===== src/iit_pkg.sv =====
// Shared types and the 1-D butterfly of the 4x4 inverse integer transform.
package iit_pkg;

	localparam int unsigned CoefW  = 16;
	localparam int unsigned VertW  = 18;
	localparam int unsigned WideW  = 20;
	localparam int unsigned ResW   = 14;
	localparam int unsigned RndAdd = 32;
	localparam int unsigned RndSh  = 6;

	typedef logic signed [CoefW-1:0] coef_t;
	typedef logic signed [VertW-1:0] vert_t;
	typedef logic signed [WideW-1:0] wide_t;
	typedef logic signed [ResW-1:0]  res_t;

	typedef struct packed {
		wide_t y3;
		wide_t y2;
		wide_t y1;
		wide_t y0;
	} bfly_t;

	// Even/odd butterfly; the odd terms are half-weighted with a floor shift.
	function automatic bfly_t butterfly(wide_t x0, wide_t x1, wide_t x2, wide_t x3);
		wide_t es;
		wide_t ed;
		wide_t od;
		wide_t os;
		bfly_t y;
		es   = x0 + x2;
		ed   = x0 - x2;
		od   = (x1 >>> 1) - x3;
		os   = x1 + (x3 >>> 1);
		y.y0 = es + os;
		y.y1 = ed + od;
		y.y2 = ed - od;
		y.y3 = es - os;
		return y;
	endfunction

endpackage


===== src/iit_col_lane.sv =====
// One column lane: the vertical butterfly over the four stored rows of a column.
module iit_col_lane (
	input  iit_pkg::coef_t c0,
	input  iit_pkg::coef_t c1,
	input  iit_pkg::coef_t c2,
	input  iit_pkg::coef_t c3,
	output iit_pkg::vert_t v0,
	output iit_pkg::vert_t v1,
	output iit_pkg::vert_t v2,
	output iit_pkg::vert_t v3
);

	iit_pkg::bfly_t y;

	always_comb begin
		y = iit_pkg::butterfly(iit_pkg::wide_t'(c0), iit_pkg::wide_t'(c1),
			iit_pkg::wide_t'(c2), iit_pkg::wide_t'(c3));
	end

	// Column results need 18 bits; the upper bits are sign copies.
	assign v0 = y.y0[iit_pkg::VertW-1:0];
	assign v1 = y.y1[iit_pkg::VertW-1:0];
	assign v2 = y.y2[iit_pkg::VertW-1:0];
	assign v3 = y.y3[iit_pkg::VertW-1:0];

endmodule


===== src/iit_row_merge.sv =====
// Merging stage: horizontal butterfly across the lane results of one row, then rounding.
module iit_row_merge (
	input  iit_pkg::vert_t t0,
	input  iit_pkg::vert_t t1,
	input  iit_pkg::vert_t t2,
	input  iit_pkg::vert_t t3,
	output iit_pkg::res_t  r0,
	output iit_pkg::res_t  r1,
	output iit_pkg::res_t  r2,
	output iit_pkg::res_t  r3
);

	iit_pkg::bfly_t y;
	logic signed [iit_pkg::WideW:0] s0;
	logic signed [iit_pkg::WideW:0] s1;
	logic signed [iit_pkg::WideW:0] s2;
	logic signed [iit_pkg::WideW:0] s3;

	always_comb begin
		y = iit_pkg::butterfly(iit_pkg::wide_t'(t0), iit_pkg::wide_t'(t1),
			iit_pkg::wide_t'(t2), iit_pkg::wide_t'(t3));
		s0 = (iit_pkg::WideW+1)'(y.y0) + (iit_pkg::WideW+1)'(iit_pkg::RndAdd);
		s1 = (iit_pkg::WideW+1)'(y.y1) + (iit_pkg::WideW+1)'(iit_pkg::RndAdd);
		s2 = (iit_pkg::WideW+1)'(y.y2) + (iit_pkg::WideW+1)'(iit_pkg::RndAdd);
		s3 = (iit_pkg::WideW+1)'(y.y3) + (iit_pkg::WideW+1)'(iit_pkg::RndAdd);
	end

	// Dropping the low bits is a floor shift; the result always fits 14 bits.
	assign r0 = s0[iit_pkg::RndSh +: iit_pkg::ResW];
	assign r1 = s1[iit_pkg::RndSh +: iit_pkg::ResW];
	assign r2 = s2[iit_pkg::RndSh +: iit_pkg::ResW];
	assign r3 = s3[iit_pkg::RndSh +: iit_pkg::ResW];

endmodule


===== src/inverse_integer_transform_4x4.sv =====
// Top level of the 4x4 inverse integer transform with row-wise stream ports.
// The first result row passes through the transpose buffer and the output register
// after the edge that accepts the fourth input row; the other three rows follow one
// per cycle while m_axis_tready stays high. Throughput: one input and one result item
// per cycle unless stalled, set by the one horizontal merge unit producing one row per cycle.
// Reset (arst_n low, asynchronous) empties the row counter and all valid flags.
module inverse_integer_transform_4x4 (
	input  logic        clk,
	input  logic        arst_n,
	input  logic        s_axis_tvalid,
	output logic        s_axis_tready,
	input  logic [63:0] s_axis_tdata,  // coef_a, coef_b, coef_c, coef_d (16 bits each)
	output logic        m_axis_tvalid,
	input  logic        m_axis_tready,
	output logic [55:0] m_axis_tdata,  // residual_a, residual_b, residual_c, residual_d (14 each)
	output logic        m_axis_tlast   // final_row
);

	// The input store collects the four rows of one block. Once full, the four
	// column lanes run the vertical pass combinationally and, once the transpose
	// buffer is free, park the result there, freeing the store for the next block at once.
	iit_pkg::coef_t store_q [4][4];
	logic [1:0]     rows_q;
	logic           full_q;

	iit_pkg::vert_t lane_v [4][4];   // [row][column] from the lanes
	iit_pkg::vert_t tmp_q  [4][4];
	logic           tmp_valid_q;
	logic [1:0]     out_row_q;

	iit_pkg::res_t  res [4];
	iit_pkg::res_t  res_q [4];
	logic           out_valid_q;
	logic           last_q;

	logic in_acc;
	logic step;
	logic xfer;

	// The merge unit fires whenever a parked block remains and the output
	// register is empty or being emptied.
	assign step = tmp_valid_q && (!out_valid_q || m_axis_tready);
	// The full store moves into the transpose buffer when that buffer is free
	// or hands its last row to the output this cycle.
	assign xfer = full_q && (!tmp_valid_q || (step && out_row_q == 2'd3));

	// A new row may arrive in the same cycle as the transfer, since the lanes
	// read the store before the edge that overwrites row zero.
	assign s_axis_tready = !full_q || xfer;
	assign in_acc        = s_axis_tvalid && s_axis_tready;

	for (genvar x = 0; x < 4; x++) begin : g_lane
		iit_col_lane u_lane (
			.c0 (store_q[0][x]),
			.c1 (store_q[1][x]),
			.c2 (store_q[2][x]),
			.c3 (store_q[3][x]),
			.v0 (lane_v[0][x]),
			.v1 (lane_v[1][x]),
			.v2 (lane_v[2][x]),
			.v3 (lane_v[3][x])
		);
	end

	iit_row_merge u_merge (
		.t0 (tmp_q[out_row_q][0]),
		.t1 (tmp_q[out_row_q][1]),
		.t2 (tmp_q[out_row_q][2]),
		.t3 (tmp_q[out_row_q][3]),
		.r0 (res[0]),
		.r1 (res[1]),
		.r2 (res[2]),
		.r3 (res[3])
	);

	// Payload registers carry no reset.
	always_ff @(posedge clk) begin
		if (in_acc) begin
			store_q[rows_q][0] <= s_axis_tdata[15:0];
			store_q[rows_q][1] <= s_axis_tdata[31:16];
			store_q[rows_q][2] <= s_axis_tdata[47:32];
			store_q[rows_q][3] <= s_axis_tdata[63:48];
		end
		if (xfer) begin
			tmp_q <= lane_v;
		end
		if (step) begin
			res_q  <= res;
			last_q <= (out_row_q == 2'd3);
		end
	end

	always_ff @(posedge clk or negedge arst_n) begin
		if (!arst_n) begin
			rows_q      <= 2'd0;
			full_q      <= 1'b0;
			tmp_valid_q <= 1'b0;
			out_row_q   <= 2'd0;
			out_valid_q <= 1'b0;
		end else begin
			if (in_acc) begin
				rows_q <= rows_q + 2'd1;
			end
			if (in_acc && rows_q == 2'd3) begin
				full_q <= 1'b1;
			end else if (xfer) begin
				full_q <= 1'b0;
			end
			if (xfer) begin
				tmp_valid_q <= 1'b1;
			end else if (step && out_row_q == 2'd3) begin
				tmp_valid_q <= 1'b0;
			end
			if (step) begin
				out_row_q   <= out_row_q + 2'd1;
				out_valid_q <= 1'b1;
			end else if (m_axis_tready) begin
				out_valid_q <= 1'b0;
			end
		end
	end

	assign m_axis_tvalid = out_valid_q;
	assign m_axis_tdata  = {res_q[3], res_q[2], res_q[1], res_q[0]};
	assign m_axis_tlast  = last_q;

endmodule


===== config.mk =====
export PLATFORM = sky130hd
export DESIGN_NAME = inverse_integer_transform_4x4
export DESIGN_NICKNAME = d
export VERILOG_FILES = /design/src/iit_pkg.sv /design/src/iit_col_lane.sv /design/src/iit_row_merge.sv /design/src/inverse_integer_transform_4x4.sv
export SDC_FILE = /design/constraint.sdc
export NUM_CORES = 2
export LEC_CHECK = 0
export BUFFER_PORTS_ARGS = -buffer_cell sky130_fd_sc_hd__buf_2
export CORE_AREA = 2 2 456 458
export DETAILED_ROUTE_END_ITERATION = 8
export DIE_AREA = 0 0 458 460
export HOLD_SLACK_MARGIN = 0.03
export SYNTH_ARGS = -nofsm -noshare
export SYNTH_HDL_FRONTEND = slang
export SYNTH_SLANG_ARGS = --single-unit

===== constraint.sdc =====
create_clock -name clk -period 15.3 [get_ports clk]
set_input_delay 0.765 -clock clk [delete_from_list [all_inputs] [get_ports clk]]
set_output_delay 0.765 -clock clk [all_outputs]
set_load 0.01 [all_outputs]

Yosys cells after proc, flatten, opt, wreduce, memory -nomap -nowiden
Memories as Yosys holds them, arrays and structs flattened.
Index checks and enable logic that the tools add are counted.
Word-level totals
  input port bits: 68
  memory bits (writable): 256
  memory bits (read-only): 0
  word-level logic and storage cells: 102
  memories kept: 1
  register bits: 352
  latch bits: 0
  output and inout port bits: 59
Cells by class
  divide/modulo/power cells: 0
  bitwise gates (word level): 1
  magnitude comparators: 1
  $add $sub $neg: 46
  equal/unequal tests: 2
  $mul: 0
  reductions and logical operators: 14
  shifts and indexed selects: 0
  mux-type cells: 11
Memories
  store_q: depth 4, width 64, read ports 4, clocked after memory_dff 0, write ports 1, RTL line inverse_integer_transform_4x4.sv:22  | iit_pkg::coef_t store_q [4][4];
Operators by type and width (count)
  $bmux 72 s2: 1
  $mux 72: 2
  $add 20x7->20 const B: 4
  $add 17x17->18: 4
  $add 18x18->18: 4
  $sub 17x17->18: 4
  $sub 18x18->18: 4
  $add 16x15->17: 4
  $add 16x16->17: 4
  $sub 15x16->17: 4
  $sub 16x16->17: 4
  $add 19x19->20: 2
  $sub 19x19->20: 2
  $add 18x17->19: 1
  $add 18x18->19: 1
  $sub 17x18->19: 1
  $sub 18x18->19: 1
  $mux 1: 8
  $reduce_bool 2->1: 3
  $logic_and 1x1->1: 5
  $add 2x1->2 const B: 2
  $eq 2x2->1 const B: 2
  $ge 3x3->1 const B: 1
  $logic_not 1->1: 3
  other kinds (2): 4

Logic depth before layout (Yosys ltp)
  depth after elaboration: 10
  mapped depth: 25
  depth with buffers taken out: 23

Modules after synthesis
A second synthesis with hierarchy kept.
Second synthesis, totals
  cell total of the unflattened synthesis: 5407
  area total of the unflattened synthesis: 53390.0 sq um
Modules (own cells, without submodules)
  inverse_integer_transform_4x4: area each 20244.4 sq um, times used 1, cells an instance 722, seq. area each 18222.5 sq um
  iit_col_lane at g_lane[1].u_lane ...: area each 6407.4 sq um, times used 2, cells an instance 916, seq. area each 0.0 sq um
  iit_row_merge: area each 7098.1 sq um, times used 1, cells an instance 952, seq. area each 0.0 sq um
  iit_col_lane at g_lane[3].u_lane: area each 6816.5 sq um, times used 1, cells an instance 985, seq. area each 0.0 sq um
  iit_col_lane at g_lane[0].u_lane: area each 6416.2 sq um, times used 1, cells an instance 916, seq. area each 0.0 sq um

Least setup slack after synthesis
No wires, ideal clock.
  kind: input to register
  from: in m_axis_tready
  to: reg tmp_q[100] (netlist name), enable pin
  stages: 4
  arrival: 7.354 ns
  path slack: 7.270 ns
  buffers on the path: 0
  cells stage by stage: nand2b_1 nand2_1 nand2_1 and2_1
On the way
  longest elaborated chain between the ends: 5
RTL lines
  start, declared: RTL line inverse_integer_transform_4x4.sv:14  | input logic m_axis_tready,
  $logic_or 1x1->1: RTL line inverse_integer_transform_4x4.sv:42  | assign step = tmp_valid_q && (!out_valid_q || m_axis_tready);
  $logic_and 1x1->1: RTL line inverse_integer_transform_4x4.sv:42
  $logic_and 1x1->1: RTL line inverse_integer_transform_4x4.sv:45  | assign xfer = full_q && (!tmp_valid_q || (step && out_row_q == 2'd3));
  $logic_or 1x1->1: RTL line inverse_integer_transform_4x4.sv:45
  $logic_and 1x1->1: RTL line inverse_integer_transform_4x4.sv:45
  named net xfer: RTL line inverse_integer_transform_4x4.sv:38  | logic xfer;
  end signal, assigned: RTL line inverse_integer_transform_4x4.sv:85  | tmp_q <= lane_v;
  end, declared: RTL line inverse_integer_transform_4x4.sv:27  | iit_pkg::vert_t tmp_q [4][4];
The timed path passes the listed nets, and every way through them passes these cells.
A chain may end at the register's enable or synchronous reset.

==> qor.yml <==
synth_nets: 6002
synth_common_cells: "ha_1 (745), edfxtp_1 (593), inv_1 (578)"
area_growth_pct: 11.7
syn_inst: 5153
ant_nets: 0
fin_crit_ps: 6780
cpLargestDelayFamily: "compound AO/OA/AOI/OAI gates"
synth_most_common_cell: "ha_1"
cts_hold_buffers: 1
grt_setup_unrepaired: "no"
drt_iter0_markers: 2261
dieWidth_um: 458
finalSetupViolCount: 0
skew_ps: 31.2
status: "finished clean"
cts_resized: 0
worst_skew_pair.late_latency_ps: 680
ys_dominant_reg_cell: "edfxtp_1"
ys_seq_area_share_pct: 35.1
max_slew_margin_pct: 29.0
wl_um: 131000
core_area_um2: 206000
regArea_um2: 18000
grt_max_degree: 87
crit_buf_inv: 1
grt_first_pass_wirelength_um: 201000
drv_slew: 0
synth_area_leader_cell: "edfxtp_1"
hpwl_um: 108000
multi_input_area_um2: 30500
num_rows: 167
cts_made_buffers: 68
critPathMaxStageDelay_ps: 860
port_buffers: 126
initial_core_util_pct: 24.9
syn_area_um2: 51200
vias: 37100
cts_sinks: 600
grt_pass1_vias: 36300
path_class: "reg -> reg"
drive_gt1_share_pct: 7.39
cp.depth: 22
r2r_end: "m_axis_tdata[13]$_DFFE_PP_"
r2r-start: "out_row_q[0]$_DFFE_PN0P_"
synthArstFlopShare_pct: 1.17
drc: 0
worstPathArrival_ps: 7190
critPathRequiredTime_ps: 15710
fillCellCount: 21600
crit_slowest_cell: "dfrtp_4"
synth.distinct_cells: 94
ios: 127
fmax_mhz: 148
rr_worst_depth: 22
clkSlewWorstSetupHoldPaths_ps: 60
hold_class: "in -> reg"
yosysTopAreaCellShare_pct: 34.8
cts_tree: "done"
synth_seq_cells: 600
post_cts.repair.setup_buffers: 0
clock_path_buffers: 3
synth_warnings: 0
dieHeight_um: 460
ys_top_cells_by_area: "edfxtp_1 (35%), ha_1 (18%), xnor2_1 (6.9%)"
endpoint_kind: "flip-flop"
die-area_um2: 211000
cp_cell_sequence: "buf_4 > mux4_2 > ha_1 > fa_1 > a21o_1 > a21oi_1 > nand2b_1 > nand2b_1 > a21oi_1 > o21bai_1 > a211o_1 > xor2_1 > ha_1 > ha_1 > a21oi_1 > nor2b_1 > o21ai_0 > a211o_1 > a21oi_1 > a2111o_1 > a21oi_1 > xor2_1"
post_drt_via_cell_ratio: 4.65
crit_path_start_kind: "flip-flop"
gp_congestion: 0.877
critical_path.max_fanout: 40
reg2reg_slack_ps: 8520
tightest_slew_ps: 1060
crit_end: "m_axis_tdata[13]$_DFFE_PP_"
cts-root-buf: "clkbuf_16"
gr-total-overflow: 0
fin_nets: 6074
syn_avg_cell_area_um2: 9.94
hold_viol: 0
fin_util_pct: 27.8
drtPass1Iterations: 5
tns_ps: 0
htreeDepth: 3
synth_edf_count: 593
fin_crit_sh_pct: 44.3
antenna_found_initial: 24
startpoint: "out_row_q[0]$_DFFE_PN0P_"
critPathMostFrequentCell: "a21oi_1"
max_cap_viol_count: 0
wl_per_cell_um: 16.5
grt.total_usage_pct: 12.1
[metrics by stage]
stage	setup slack [ps]	hold WS [ps]	cells	area, µm²
floorplan	7270	449	5153	51200
global placement	8430	480	7858	54800
detailed placement	8450	480	7858	54800
CTS	8430	253	7981	57200
global route	7960	301	7982	57200
finish	8520	317	7985	57200
[routing by layer]
metal | routed length [µm] | GRT usage (%) | part of all wire, % | vias to the layer above
met5 | 213 | 0 | 0.16 | -
met2 | 62200 | 21.0 | 47 | 663
met4 | 3640 | 3.98 | 2.8 | 40
li1 | - | - | - | 18600
met1 | 58500 | 15.1 | 45 | 17700
met3 | 6790 | 2.42 | 5.2 | 172
[how the worst min path moves through the flow]
stage                             from                        to  slack [ps]  cells after the start
floorplan           full_q$_DFFE_PN0P_   tmp_valid_q$_DFFE_PN0P_         450                      1
CTS                   s_axis_tdata[35]  store_q[2][19]$_DFFE_PP_         250                      1
detailed placement  full_q$_DFFE_PN0P_   tmp_valid_q$_DFFE_PN0P_         480                      1
finish                s_axis_tdata[35]  store_q[2][19]$_DFFE_PP_         320                      1
global route          s_axis_tdata[19]  store_q[2][35]$_DFFE_PP_         300                      1
global placement    full_q$_DFFE_PN0P_   tmp_valid_q$_DFFE_PN0P_         480                      1
[registers in the layout (all words and copies together) (netlist names)]
signal         cells
full_q             1
out_row_q          2
m_axis_tvalid      1
m_axis_tlast       1
store_q          256
rows_q             2
tmp_valid_q        1
tmp_q            280
m_axis_tdata      56
[cell type report]
| type | count | share of cell area [%] |
|---|---|---|
| Multi-Input combinational cell | 3833 | 53.4 |
| Inverter | 585 | 3.84 |
| Sequential cell | 600 | 31.4 |
| Tap cell | 2704 | 5.91 |
| Timing Repair Buffer | 137 | 1.25 |
| Clock buffer | 77 | 3.20 |
| Clock inverter | 45 | 0.980 |
| Antenna cell | 4 | 0.0175 |
[placed cells by master, fill, tap and decap left out, drive strengths merged, types with 91 or more instances in the layout]
| cell type | instances |
|---|---|
| nand2 | 164 |
| a21o | 120 |
| a21oi | 403 |
| ha | 745 |
| nor2b | 91 |
| nor2 | 400 |
| buf | 136 |
| o21ai | 227 |
| inv | 591 |
| edfxtp | 593 |
| nor3 | 135 |
| xnor2 | 401 |
| xor2 | 165 |
| o21bai | 112 |
[cells by family after synthesis]
family	Yosys count	share of synthesized area, %
compound gates	1267	16.1
xor+xnor	566	9.68
fa+ha+maj	781	19.6
buf+inv	720	5.30
flops	600	35.1
mux	87	3.39
simple gates	1132	10.8
Power is not shown: default switching activity piles up to over one toggle a cycle in this logic, so the estimate is an artifact.
